--- config.mk ---
export PLATFORM = sky130hd
export DESIGN_NAME = black_frame_detector
export DESIGN_NICKNAME = d
export VERILOG_FILES = /design/src/bfd_pkg.sv /design/src/bfd_cfg.sv /design/src/bfd_div.sv /design/src/black_frame_detector.sv
export SDC_FILE = /design/constraint.sdc
export NUM_CORES = 1
export LEC_CHECK = 0
export BUFFER_PORTS_ARGS = -buffer_cell sky130_fd_sc_hd__buf_2
export CORE_MARGIN = 10
export CORE_UTILIZATION = 26
export DETAILED_ROUTE_END_ITERATION = 16
export PLACE_DENSITY = 0.42
export SETUP_SLACK_MARGIN = 0.05
export SYNTH_ARGS = -nofsm -noshare
export SYNTH_HDL_FRONTEND = slang
export SYNTH_SLANG_ARGS = --single-unit
--- constraint.sdc ---
create_clock -name clk_i -period 7.9 [get_ports clk_i]
set_input_delay 0.79 -clock clk_i [delete_from_list [all_inputs] [get_ports clk_i]]
set_output_delay 0.79 -clock clk_i [all_outputs]
set_load 0.05 [all_outputs]
--- src/bfd_pkg.sv ---
// Shared constants and types of the black frame detector.
// Depends on nothing; every other file of the block uses it by scoped names.
package bfd_pkg;

  // Default largest frame dimension in samples.
  localparam int unsigned MAX_DIM_DEF = 4096;

  // Fixed field widths.
  localparam int unsigned LUMA_W = 8;
  localparam int unsigned PCT_W  = 7;
  localparam int unsigned CFG_W  = 13;
  localparam int unsigned ADDR_W = 2;
  localparam int unsigned FRM_W  = 32;
  localparam int unsigned OUT_W  = FRM_W + PCT_W + 1 + FRM_W;

  // Register indexes on the configuration port.
  localparam logic [ADDR_W-1:0] REG_THRESHOLD = 2'd0;
  localparam logic [ADDR_W-1:0] REG_AMOUNT    = 2'd1;
  localparam logic [ADDR_W-1:0] REG_WIDTH     = 2'd2;
  localparam logic [ADDR_W-1:0] REG_HEIGHT    = 2'd3;

  // Reset values of the registers.
  localparam logic [LUMA_W-1:0] THRESHOLD_RST = 8'd32;
  localparam logic [PCT_W-1:0]  AMOUNT_RST    = 7'd98;
  localparam logic [CFG_W-1:0]  WIDTH_RST     = 13'd1920;
  localparam logic [CFG_W-1:0]  HEIGHT_RST    = 13'd1080;

  // A full frame is one hundred percent.
  localparam logic [PCT_W-1:0] PCT_FULL = 7'd100;

  // Status of the shared divider as seen by the controller.
  typedef struct packed {
    logic busy;
    logic done;
  } div_status_t;

endpackage

--- src/bfd_cfg.sv ---
// Configuration registers and the registered frame size in samples.
// Depends on bfd_pkg.
module bfd_cfg #(
  parameter int unsigned MAX_DIM = bfd_pkg::MAX_DIM_DEF
) (
  input  logic                            clk_i,
  input  logic                            rst_ni,
  input  logic                            we_i,
  input  logic [bfd_pkg::ADDR_W-1:0]      addr_i,
  input  logic [bfd_pkg::CFG_W-1:0]       data_i,
  output logic [bfd_pkg::LUMA_W-1:0]      threshold_o,
  output logic [bfd_pkg::PCT_W-1:0]       amount_o,
  output logic [$clog2(MAX_DIM*MAX_DIM+1)-1:0] pixels_o
);

  localparam int unsigned DimW = $clog2(MAX_DIM + 1);
  localparam int unsigned PixW = $clog2(MAX_DIM * MAX_DIM + 1);

  logic [bfd_pkg::LUMA_W-1:0] threshold_q, threshold_d;
  logic [bfd_pkg::PCT_W-1:0]  amount_q, amount_d;
  logic [bfd_pkg::CFG_W-1:0]  width_q, width_d;
  logic [bfd_pkg::CFG_W-1:0]  height_q, height_d;
  logic [PixW-1:0]            pixels_q, pixels_d;

  // A zero dimension counts as one, and anything above the maximum saturates.
  function automatic logic [DimW-1:0] clamp_dim(input logic [bfd_pkg::CFG_W-1:0] d);
    logic [DimW-1:0] r;
    if (d == '0) begin
      r = DimW'(1);
    end else if (32'(d) > 32'(MAX_DIM)) begin
      r = DimW'(MAX_DIM);
    end else begin
      r = DimW'(d);
    end
    return r;
  endfunction

  always_comb begin
    threshold_d = threshold_q;
    amount_d    = amount_q;
    width_d     = width_q;
    height_d    = height_q;
    if (we_i) begin
      unique case (addr_i)
        bfd_pkg::REG_THRESHOLD: threshold_d = data_i[bfd_pkg::LUMA_W-1:0];
        bfd_pkg::REG_AMOUNT:    amount_d    = data_i[bfd_pkg::PCT_W-1:0];
        bfd_pkg::REG_WIDTH:     width_d     = data_i;
        bfd_pkg::REG_HEIGHT:    height_d    = data_i;
        default:                threshold_d = threshold_q;
      endcase
    end
    // The size product follows the new values, so it is valid the cycle after a write.
    pixels_d = PixW'(clamp_dim(width_d)) * PixW'(clamp_dim(height_d));
  end

  always_ff @(posedge clk_i or negedge rst_ni) begin
    if (!rst_ni) begin
      threshold_q <= bfd_pkg::THRESHOLD_RST;
      amount_q    <= bfd_pkg::AMOUNT_RST;
      width_q     <= bfd_pkg::WIDTH_RST;
      height_q    <= bfd_pkg::HEIGHT_RST;
      pixels_q    <= PixW'(clamp_dim(bfd_pkg::WIDTH_RST)) *
                     PixW'(clamp_dim(bfd_pkg::HEIGHT_RST));
    end else begin
      threshold_q <= threshold_d;
      amount_q    <= amount_d;
      width_q     <= width_d;
      height_q    <= height_d;
      pixels_q    <= pixels_d;
    end
  end

  assign threshold_o = threshold_q;
  assign amount_o    = amount_q;
  assign pixels_o    = pixels_q;

endmodule

--- src/bfd_div.sv ---
// Shared compare-and-subtract unit that forms the black percentage one
// quotient bit per cycle. Depends on bfd_pkg.
module bfd_div #(
  parameter int unsigned CNT_W = 25
) (
  input  logic                        clk_i,
  input  logic                        rst_ni,
  input  logic                        start_i,
  input  logic [CNT_W-1:0]            count_i,
  input  logic [CNT_W-1:0]            pixels_i,
  output bfd_pkg::div_status_t        status_o,
  output logic [bfd_pkg::PCT_W-1:0]   percent_o
);

  localparam int unsigned RemW  = CNT_W + bfd_pkg::PCT_W;
  localparam int unsigned QW    = bfd_pkg::PCT_W + 1;
  localparam int unsigned StepW = $clog2(QW);

  typedef enum logic {D_IDLE, D_RUN} dstate_e;

  dstate_e                  state_q;
  logic                     busy_q, done_q;
  logic [StepW-1:0]         step_q;
  logic [bfd_pkg::PCT_W-1:0] pct_q;
  logic [RemW-1:0]          rem_q, dv_q;
  logic [QW-1:0]            quo_q, quo_d;
  logic                     ge;

  // The quotient is built eight bits wide; a set top bit means well over one hundred.
  assign ge    = (rem_q >= dv_q);
  assign quo_d = {quo_q[QW-2:0], ge};

  always_ff @(posedge clk_i or negedge rst_ni) begin
    if (!rst_ni) begin
      state_q <= D_IDLE;
      busy_q  <= 1'b0;
      done_q  <= 1'b0;
      step_q  <= '0;
      pct_q   <= '0;
    end else begin
      done_q <= 1'b0;
      unique case (state_q)
        D_IDLE: begin
          if (start_i) begin
            state_q <= D_RUN;
            busy_q  <= 1'b1;
            step_q  <= StepW'(QW - 1);
          end
        end
        D_RUN: begin
          step_q <= step_q - StepW'(1);
          if (step_q == '0) begin
            state_q <= D_IDLE;
            busy_q  <= 1'b0;
            done_q  <= 1'b1;
            pct_q   <= (quo_d > QW'(bfd_pkg::PCT_FULL)) ? bfd_pkg::PCT_FULL
                                                       : quo_d[bfd_pkg::PCT_W-1:0];
          end
        end
        default: state_q <= D_IDLE;
      endcase
    end
  end

  always_ff @(posedge clk_i) begin
    if (state_q == D_IDLE) begin
      if (start_i) begin
        rem_q <= RemW'(count_i) * RemW'(bfd_pkg::PCT_FULL);
        dv_q  <= {pixels_i, bfd_pkg::PCT_W'(0)};
        quo_q <= '0;
      end
    end else begin
      if (ge) begin
        rem_q <= rem_q - dv_q;
      end
      dv_q  <= dv_q >> 1;
      quo_q <= quo_d;
    end
  end

  assign status_o.busy = busy_q;
  assign status_o.done = done_q;
  assign percent_o     = pct_q;

endmodule

--- src/black_frame_detector.sv ---
// Black frame detector: counts dark luma samples and reports one word per frame.
// Pixels are taken one per cycle while the block is ready; the last pixel of a frame
// starts an eight-step shared divider, and the block is not ready again until the
// result word is loaded, when the divider is done and the output is free;
// a word still waiting in the output register holds the block off until it drains.
// Asynchronous active-low reset clears counters and restores default registers.
module black_frame_detector #(
  parameter int unsigned MAX_DIM = bfd_pkg::MAX_DIM_DEF
) (
  input  logic                          clk_i,
  input  logic                          rst_ni,
  // Configuration write port.
  input  logic                          cfg_we_i,
  input  logic [bfd_pkg::ADDR_W-1:0]    cfg_addr_i,
  input  logic [bfd_pkg::CFG_W-1:0]     cfg_data_i,
  // Pixel input stream.
  input  logic                          s_axis_tvalid_i,
  output logic                          s_axis_tready_o,
  input  logic [bfd_pkg::LUMA_W-1:0]    s_axis_tdata_i,  // [7:0] luma
  input  logic                          s_axis_tuser_i,  // key_frame
  // Frame result stream.
  output logic                          m_axis_tvalid_o,
  input  logic                          m_axis_tready_i,
  // [31:0] frame_number, [38:32] black_percent, [39] is_black, [71:40] last_key_frame
  output logic [bfd_pkg::OUT_W-1:0]     m_axis_tdata_o
);

  localparam int unsigned PixW = $clog2(MAX_DIM * MAX_DIM + 1);

  typedef enum logic [1:0] {S_IDLE, S_DIV, S_OUT} state_e;

  state_e                     state_q;
  logic                       m_valid_q;
  logic [bfd_pkg::OUT_W-1:0]  m_data_q;

  logic [bfd_pkg::LUMA_W-1:0] threshold;
  logic [bfd_pkg::PCT_W-1:0]  amount;
  logic [PixW-1:0]            pixels;

  logic [PixW-1:0]            black_cnt_q, black_cnt_d;
  logic [PixW-1:0]            pix_pos_q;
  logic [bfd_pkg::FRM_W-1:0]  frame_cnt_q;
  logic [bfd_pkg::FRM_W-1:0]  key_num_q, key_num_d;
  logic [bfd_pkg::FRM_W-1:0]  pend_frame_q, pend_key_q;

  bfd_pkg::div_status_t       div_stat;
  logic [bfd_pkg::PCT_W-1:0]  percent;
  logic                       in_fire, last_pix, div_start, out_free, black_flag;
  logic                       load_out;

  bfd_cfg #(
    .MAX_DIM(MAX_DIM)
  ) u_cfg (
    .clk_i      (clk_i),
    .rst_ni     (rst_ni),
    .we_i       (cfg_we_i),
    .addr_i     (cfg_addr_i),
    .data_i     (cfg_data_i),
    .threshold_o(threshold),
    .amount_o   (amount),
    .pixels_o   (pixels)
  );

  // Pixels are taken only while no frame result is being worked out.
  assign s_axis_tready_o = (state_q == S_IDLE);
  assign in_fire         = s_axis_tvalid_i && s_axis_tready_o;

  // The frame ends on the first pixel whose position reaches the frame size,
  // which also covers a size that shrank below the position mid-frame.
  assign last_pix  = !((pix_pos_q + PixW'(1)) < pixels);
  assign div_start = in_fire && last_pix;

  // The key-frame flag only counts on the first pixel of a frame.
  assign key_num_d   = ((pix_pos_q == '0) && s_axis_tuser_i) ? frame_cnt_q : key_num_q;
  assign black_cnt_d = black_cnt_q + PixW'(s_axis_tdata_i < threshold);

  bfd_div #(
    .CNT_W(PixW)
  ) u_div (
    .clk_i    (clk_i),
    .rst_ni   (rst_ni),
    .start_i  (div_start),
    .count_i  (black_cnt_d),
    .pixels_i (pixels),
    .status_o (div_stat),
    .percent_o(percent)
  );

  // An amount above one hundred can never be reached, since the percentage saturates.
  assign black_flag = (percent >= amount);
  assign out_free   = !m_valid_q || m_axis_tready_i;

  // The finished word moves into the output register as soon as that register is free.
  assign load_out = ((state_q == S_OUT) || ((state_q == S_DIV) && div_stat.done)) && out_free;

  // Frame counters and the frame and key numbers of the frame being finished.
  always_ff @(posedge clk_i or negedge rst_ni) begin
    if (!rst_ni) begin
      black_cnt_q  <= '0;
      pix_pos_q    <= '0;
      frame_cnt_q  <= '0;
      key_num_q    <= '0;
      pend_frame_q <= '0;
      pend_key_q   <= '0;
    end else if (in_fire) begin
      key_num_q <= key_num_d;
      if (last_pix) begin
        black_cnt_q  <= '0;
        pix_pos_q    <= '0;
        frame_cnt_q  <= frame_cnt_q + bfd_pkg::FRM_W'(1);
        pend_frame_q <= frame_cnt_q;
        pend_key_q   <= key_num_d;
      end else begin
        black_cnt_q <= black_cnt_d;
        pix_pos_q   <= pix_pos_q + PixW'(1);
      end
    end
  end

  // Sequencer and output register. A finished word waits in the output register
  // while the next frame's pixels keep flowing in.
  always_ff @(posedge clk_i or negedge rst_ni) begin
    if (!rst_ni) begin
      state_q   <= S_IDLE;
      m_valid_q <= 1'b0;
      m_data_q  <= '0;
    end else begin
      if (load_out) begin
        m_valid_q <= 1'b1;
        m_data_q  <= {pend_key_q, black_flag, percent, pend_frame_q};
      end else if (m_valid_q && m_axis_tready_i) begin
        m_valid_q <= 1'b0;
      end
      unique case (state_q)
        S_IDLE: begin
          if (div_start) begin
            state_q <= S_DIV;
          end
        end
        S_DIV, S_OUT: begin
          if (load_out) begin
            state_q <= S_IDLE;
          end else if (div_stat.done) begin
            state_q <= S_OUT;
          end
        end
        default: state_q <= S_IDLE;
      endcase
    end
  end

  assign m_axis_tvalid_o = m_valid_q;
  assign m_axis_tdata_o  = m_data_q;

  // A new word only appears once the divider has finished a frame.
  a_word_after_div: assert property (@(posedge clk_i) disable iff (!rst_ni)
    $rose(m_axis_tvalid_o) |-> ($past(state_q) == S_DIV || $past(state_q) == S_OUT))
    else $error("result word without a finished division");

  // Each pixel adds at most one to the black count.
  a_count_bound: assert property (@(posedge clk_i) disable iff (!rst_ni)
    black_cnt_q <= pix_pos_q)
    else $error("black count exceeds pixel position");

  // The divider runs only while the sequencer waits for it.
  a_busy_in_div: assert property (@(posedge clk_i) disable iff (!rst_ni)
    div_stat.busy |-> state_q == S_DIV)
    else $error("divider busy outside the division state");

  // The last pixel of a frame starts the divider on the next edge.
  a_start_div: assert property (@(posedge clk_i) disable iff (!rst_ni)
    div_start |=> div_stat.busy)
    else $error("frame end did not start the divider");

endmodule
==> results.md, run 1 <==
- Cells after synthesis: roughly 2.9k
- Worst r2r src: u_cfg.threshold_o[1]
- Synth area leader: dfrtp_1
- CTS tree: yes
- Worst-path clk slew: approximately 0.060 ns
- Sequential Power Share: 0.289
- Post-CTS setup buffers: 0
- Worst r2r path cells: 30
- TritonCTS Sinks: around 400
- Data required time of the worst path: between 8 and 9 ns
- Number of DRC markers in iteration 0: 1192
- Initial core utilization: 0.263
- Register area share after synthesis: 0.375
- Syn_area_per_cell: slightly below 10 µm²
- Largest net degree at the start of global routing: between 150 and 200
- Total power: 0.0107 W
- Port bufs: ~100
- Root buffer cell: clkbuf_16
- Int Power: around 0.0063 W
- Placer Congestion: approximately 0.85
- Asr flop ratio synth: 0.823
- Via count of the first global-routing pass: 20.5k
- Maximum buffer depth of the clock tree: 3
- Gate power share: 0.475
- Initial DRT Pass Iterations: 5
- DIE WIDTH: about 350 µm
- Max frequency: around 0.14 GHz
- Drt wl/cell: 17.4 µm
- Area Growth Syn to Fin: 16.0%
- First-pass GRT wire length: around 120000 µm
- Placed Area: 0.0304 mm²
- VDD IR-drop max: 0.180 mV
- Family with the most delay on the worst path: compound AO/OA/AOI/OAI gates
- Num CTS Buffers: 50
- Vias: about 20k
- Critical path type: reg -> reg
- Post-Layout Inst Area: between 0.03 and 0.04 mm²
- Share of cells above drive strength 1: 0.150
- Hold Slack: about 0.13 ns
- Yosys reg bits: 402
- Die outline height: between 300 and 400 µm
- Resized Gates After CTS: 0
- Share of the synthesized area in the top cell type: 0.280
- Sw frac: 0.413
- Worst Hold Class: in -> async
- Unrepaired setup endpoints after global routing: no
- Clk_lat worst skew: ~0.62 ns
- Rows: between 100 and 150
- Cell Area, Synth: 0.0278 mm²
- Critical Path Slowest Stage Cell: fa_1
- Max FO, Critical Path: 6
- Sw Pwr: ~0.0044 W
- Most used cell along the critical path: ha_1
- Buf+Inv Stages, Crit Path: 3
- Worst r2r dst: u_div.rem_q[29]
- Setup TNS: 0 ns
- Critical Path AT: 7.62 ns
- Max-cap violation count: 0
- Final hold violation count: 0
- Status: finished, final reports clean
- Clock Skew: ~0.024 ns
- Most frequent cells in the layout: 404 x inv_1, 366 x nand2_1, 310 x dfrtp_1
- Ranking of synthesized cells by area: dfrtp_1 28%, ha_1 10%, fa_1 10%, edfxtp_1 7.6%, inv_1 5.5%
- DRC violations left: 0
- Period utilization: 0.921
- Layout net count: between 3k and 4k
- Netlist cell types: between 90 and 100
- Final wirelength: 77200 µm
- Placed cells: around 4.3k
- Ports: 103
- Min Tclk post-route: about 7.3 ns
- Core Area: 0.106 mm²
- Synth Warn #: 0
- Worst Setup End Kind: register
- Fin cells: 4444
- Commonest non-fill, non-tap cell in the layout: inv_1
- Worst-margin pin slew: between 0.9 and 1 ns
- Clock network fraction of total power: 0.237
- # setup viols final: 0
- Grt ovf: 0
- Hold-fix buffer count after cts: 0
- Remaining antenna violation count: 0
- Net Count, Synth: 3260
- Detail Placement HPWL: slightly below 60000 µm
- Synth Flop Type: dfrtp_1
- Relative slew slack: 0.350
- R2R setup slack: between 0.6 and 0.7 ns
- Power Dens Cells: roughly 330 mW/mm²
- H-tree Lvls: 2
- CP peak stage delay: 0.53 ns
- Worst setup SP type: register
- Final Max Slew Viols: 0
- Full die area: approximately 0.12 mm²
- Leak Pwr: approximately 16 nW
- Post-DR vias/cell: between 4 and 5
- Overall Global Routing Usage: 0.126
- Initial antenna violation count: 1
- EDFF count, synth: 70
[metal layers]
layer | global-route usage | wire length (µm) | vias to the layer above
li1 | - | - | 9810
met1 | 0.171 | 36400 | 9631
met2 | 0.211 | 36700 | 275
met3 | 0.0151 | 2370 | 85
met4 | 0.0349 | 1780 | 2
met5 | 0 | 13 | -
[flip-flops by register name, summed over array words and instances, names as in the netlist, 25 cells and up]
register and count:
pend_key_q 32, u_div.rem_q 32, pix_pos_q 25, key_num_q 32, pend_frame_q 32, frame_cnt_q 32, black_cnt_q 25, m_axis_tdata_o 72
u_cfg.pixels_o 25, u_div.dv_q 32
[power by group through the flow]
stage               registers, W  logic, W  clock network [W]
floorplan                0.00309   0.00361                  0
global placement         0.00312   0.00513                  0
detailed placement       0.00312   0.00512                  0
CTS                      0.00309   0.00515            0.00261
global route             0.00316   0.00577            0.00270
finish                   0.00309   0.00507            0.00253
[logic make-up after synthesis]
kind of cell    synth area share
xor+xnor                  0.0466
buf+inv                   0.0679
fa+ha+maj                  0.204
compound gates            0.0946
flops                      0.375
mux                       0.0718
simple gates               0.140
[per-stage QoR]
stage | setup slack [ns] | util
floorplan | 0.725 | -
global placement | 0.153 | 0.288
detailed placement | 0.114 | 0.288
CTS | 0.612 | 0.305
global route | 0.120 | 0.305
finish | 0.625 | 0.305
[cell type report]
type | instances | area (µm²)
sequential | 402 | 10400
timing repair buffer | 187 | 1180
antenna | 1 | 2.50
clock inverter | 21 | 358
inverter | 405 | 1520
clock buffer | 73 | 1470
multi-input combinational | 1964 | 15500
fill | 11204 | 73500
tap | 1391 | 1740
[how the worst max path moves through the flow]
| stage | from | end | cells past startpoint |
|---|---|---|---|
| floorplan | cfg_data_i[7] | u_cfg.pixels_o[23] | 24 |
| detailed placement | cfg_data_i[7] | u_cfg.pixels_o[23] | 23 |
| global placement | cfg_data_i[7] | u_cfg.pixels_o[23] | 23 |
| finish | u_cfg.threshold_o[1] | u_div.rem_q[29] | 30 |
| CTS | u_cfg.threshold_o[1] | u_div.rem_q[29] | 30 |
| global route | u_cfg.threshold_o[1] | u_div.rem_q[29] | 30 |
[synthesized netlist by cell type, types with 9 or more instances]
cell	instances
a21o_1	36
a21oi_1	97
a31oi_1	9
and2_1	23
and3_1	26
buf_1	10
buf_2	13
clkbuf_1	67
dfrtp_1	311
dfstp_2	20
edfxtp_1	70
fa_1	141
ha_1	228
inv_1	404
mux2_2	120
mux2i_1	63
nand2_1	367
nand2b_1	17
nand3_1	56
nand4_1	19
nor2_1	187
nor2b_1	18
nor3_1	60
nor4_1	12
o21a_1	11
o21ai_0	164
o21bai_1	11
o31ai_1	17
xnor2_1	73
xor2_1	75
Note: power is estimated with default switching activity, not from simulation.
==> inputs of run 2 (changes only) <==
--- a/config.mk
+++ b/config.mk
@@ -7,9 +7,9 @@
 export LEC_CHECK = 0
 export BUFFER_PORTS_ARGS = -buffer_cell sky130_fd_sc_hd__buf_2
 export CORE_MARGIN = 10
-export CORE_UTILIZATION = 26
+export CORE_UTILIZATION = 56
 export DETAILED_ROUTE_END_ITERATION = 16
-export PLACE_DENSITY = 0.42
+export PLACE_DENSITY = 0.75
 export SETUP_SLACK_MARGIN = 0.05
 export SYNTH_ARGS = -nofsm -noshare
 export SYNTH_HDL_FRONTEND = slang
==> run 2 against run 1 <==
Sequential power barely moved; worst setup slack improved by 0.045 ns; via count rose by 3.9%; core utilization rose by 32 points; non-clock buffer count fell by 20; clock skew fell by 0.0040 ns; global-route usage rose by 9.6 points; total power fell by 4.6%; register-to-register slack improved by 0.11 ns; critical path depth fell by 5; die area fell by 51%; routed wire length fell by 15%; largest cell class unchanged.
==> results.md, run 2 (synthesis results as in run 1) <==
- Status: finished, final reports clean (unchanged)
- Met2 Wirelength: 32400 µm (was 36700 µm)
- Port bufs: 102 (unchanged)
- Core Area: 0.0491 mm² (was 0.106 mm²)
- Power Dens Cells: 330 mW/mm² (was 331 mW/mm²)
- Routed wl met3: 2840 µm (was 2370 µm)
- Detail Placement HPWL: 49700 µm (was 58100 µm)
- Hold Slack: 0.275 ns (was 0.129 ns)
- TritonCTS Sinks: 402 (unchanged)
- Unrepaired setup endpoints after global routing: no (unchanged)
- Root buffer cell: clkbuf_16 (unchanged)
- Max FO, Critical Path: 12 (was 6)
- Gate power share: 0.491 (was 0.475)
- Initial core utilization: 0.566 (was 0.263)
- Hold-fix buffer count after cts: 0 (unchanged)
- Clk_lat worst skew: 0.58 ns (was 0.62 ns)
- Commonest non-fill, non-tap cell in the layout: inv_1 (unchanged)
- Placer Congestion: 0.985 (was 0.849)
- Worst setup SP type: input port (was register)
- H-tree Lvls: 2 (unchanged)
- Min Tclk post-route: 7.23 ns (was 7.28 ns)
- Number of DRC markers in iteration 0: 1379 (was 1192)
- Inserted Diodes: 0 (was 1)
- CTS tree: yes (unchanged)
- Worst Hold Class: in -> async (unchanged)
- VDD IR-drop max: 0.217 mV (was 0.180 mV)
- Resized Gates After CTS: 0 (unchanged)
- Final Max Slew Viols: 0 (unchanged)
- Worst-margin pin slew: 1.24 ns (was 0.975 ns)
- Sw frac: 0.411 (was 0.413)
- Sequential Power Share: 0.301 (was 0.289)
- Full die area: 0.0589 mm² (was 0.120 mm²)
- # setup viols final: 0 (unchanged)
- First-pass GRT wire length: 109000 µm (was 122000 µm)
- Overall Global Routing Usage: 0.222 (was 0.126)
- Period utilization: 0.915 (was 0.921)
- Max frequency: 0.138 GHz (was 0.137 GHz)
- Setup TNS: 0 ns (unchanged)
- DRC violations left: 0 (unchanged)
- Relative slew slack: 0.171 (was 0.350)
- Die outline height: 243 µm (was 347 µm)
- R2R setup slack: 0.73 ns (was 0.62 ns)
- Num CTS Buffers: 44 (was 50)
- Sw Pwr: 0.00418 W (was 0.00441 W)
- Ports: 103 (unchanged)
- Via count of the first global-routing pass: 21.2k (was 20.5k)
- Largest net degree at the start of global routing: 165 (was 173)
- Drt wl/cell: 17.9 µm (was 17.4 µm)
- Layout net count: 3382 (was 3408)
- Final core utilization: 0.629 (was 0.305)
- Max reg flops: 72 (unchanged)
- Routed length on met1: 28500 µm (was 36400 µm)
- Data required time of the worst path: 8.39 ns (was 8.25 ns)
- Area Growth Syn to Fin: 11.0% (was 16.0%)
- Worst-path clk slew: 0.06 ns (about the same)
- Most frequent cells in the layout: 404 x inv_1, 366 x nand2_1, 310 x dfrtp_1 (unchanged)
- Remaining antenna violation count: 0 (unchanged)
- Post-Layout Inst Area: 0.0308 mm² (was 0.0322 mm²)
- Share of cells above drive strength 1: 0.141 (was 0.150)
- Int Power: 0.00600 W (was 0.00627 W)
- Clock network fraction of total power: 0.208 (was 0.237)
- Leak Pwr: 15.7 nW (was 16.0 nW)
- Grt ovf: 0 (unchanged)
- Max-cap violation count: 0 (unchanged)
- Post-DR vias/cell: 5.59 (was 4.46)
- Placed Area: 0.0293 mm² (was 0.0304 mm²)
- Post-CTS setup buffers: 0 (unchanged)
- Final hold violation count: 0 (unchanged)
- Final wirelength: 65800 µm (was 77200 µm)
- Top routing layer used: met4 (was met5)
- Maximum buffer depth of the clock tree: 3 (unchanged)
- Initial DRT Pass Iterations: 6 (was 5)
- Rows: 81 (was 119)
- Initial antenna violation count: 0 (was 1)
- Total power: 0.0102 W (was 0.0107 W)
- Vias: 20.6k (was 19.8k)
- Worst Setup End Kind: register (unchanged)
- Critical path type: in -> reg (was reg -> reg)
- Critical Path AT: 7.72 ns (was 7.62 ns)
- DIE WIDTH: 243 µm (was 347 µm)
- Clock Skew: 0.0204 ns (was 0.0244 ns)
## run 2: layout make-up
cell class / count / area [µm²]
timing repair buffer: 167 / 1020
clock inverter: 17 / 205
tap: 664 / 831
fill: 4076 / 18200
multi-input combinational: 1964 / 15500
sequential: 402 / 10400
inverter: 405 / 1520
clock buffer: 64 / 1300
## run 2: per-stage QoR
| stage | std cells | setup slack [ns] |
|---|---|---|
| floorplan | 2862 | 0.725 |
| global placement | 3602 | 0.281 |
| detailed placement | 3602 | 0.142 |
| CTS | 3683 | 0.720 |
| global route | 3683 | 0.182 |
| finish | 3683 | 0.670 |
## run 2: worst paths after layout
| kind | startpoint | endpoint | cells past startpoint |
|---|---|---|---|
| max | cfg_we_i | u_cfg.pixels_o[23] | 25 |
| min in group clk_i | m_axis_tready_i | m_axis_tvalid_o | 2 |
| min reg2reg | pend_frame_q[0] | pend_frame_q[0] | 2 |
| max reg2reg | u_cfg.threshold_o[1] | u_div.rem_q[29] | 30 |
| max in group asynchronous | rst_ni | u_div.state_q | 2 |
| min | rst_ni | pix_pos_q[20] | 1 |
## run 2: power groups by stage
stage	registers (W)	clock network (W)	logic, W
after floorplan	0.00309	0	0.00361
after global placement	0.00307	0	0.00479
after detailed placement	0.00309	0	0.00496
after CTS	0.00306	0.00216	0.00500
after global routing	0.00313	0.00224	0.00561
final	0.00307	0.00212	0.00500
## run 2: worst max-delay path, stage by stage
cell and delay (ns):
buf_2 0.14, nand3_2 0.31, and3_1 0.27, a21oi_1 0.21, nor4_4 0.09, xnor2_1 0.61, nand2b_1 0.34, nor2_1 0.10
fa_1 0.50, inv_1 0.06, fa_1 0.54, inv_1 0.05, fa_1 0.50, inv_1 0.05, fa_1 0.46, fa_1 0.54
inv_1 0.04, ha_1 0.37, a21o_1 0.20, a21oi_1 0.21, nor2_1 0.06, a311o_1 0.31, o311a_1 0.40, o41ai_1 0.40
xnor2_1 0.17
## run 2: layer usage
layer,vias up,GRT usage
li1,9756,-
met1,10201,0.286
met2,486,0.380
met4,0,0.0761
met3,129,0.0284
met5,-,0
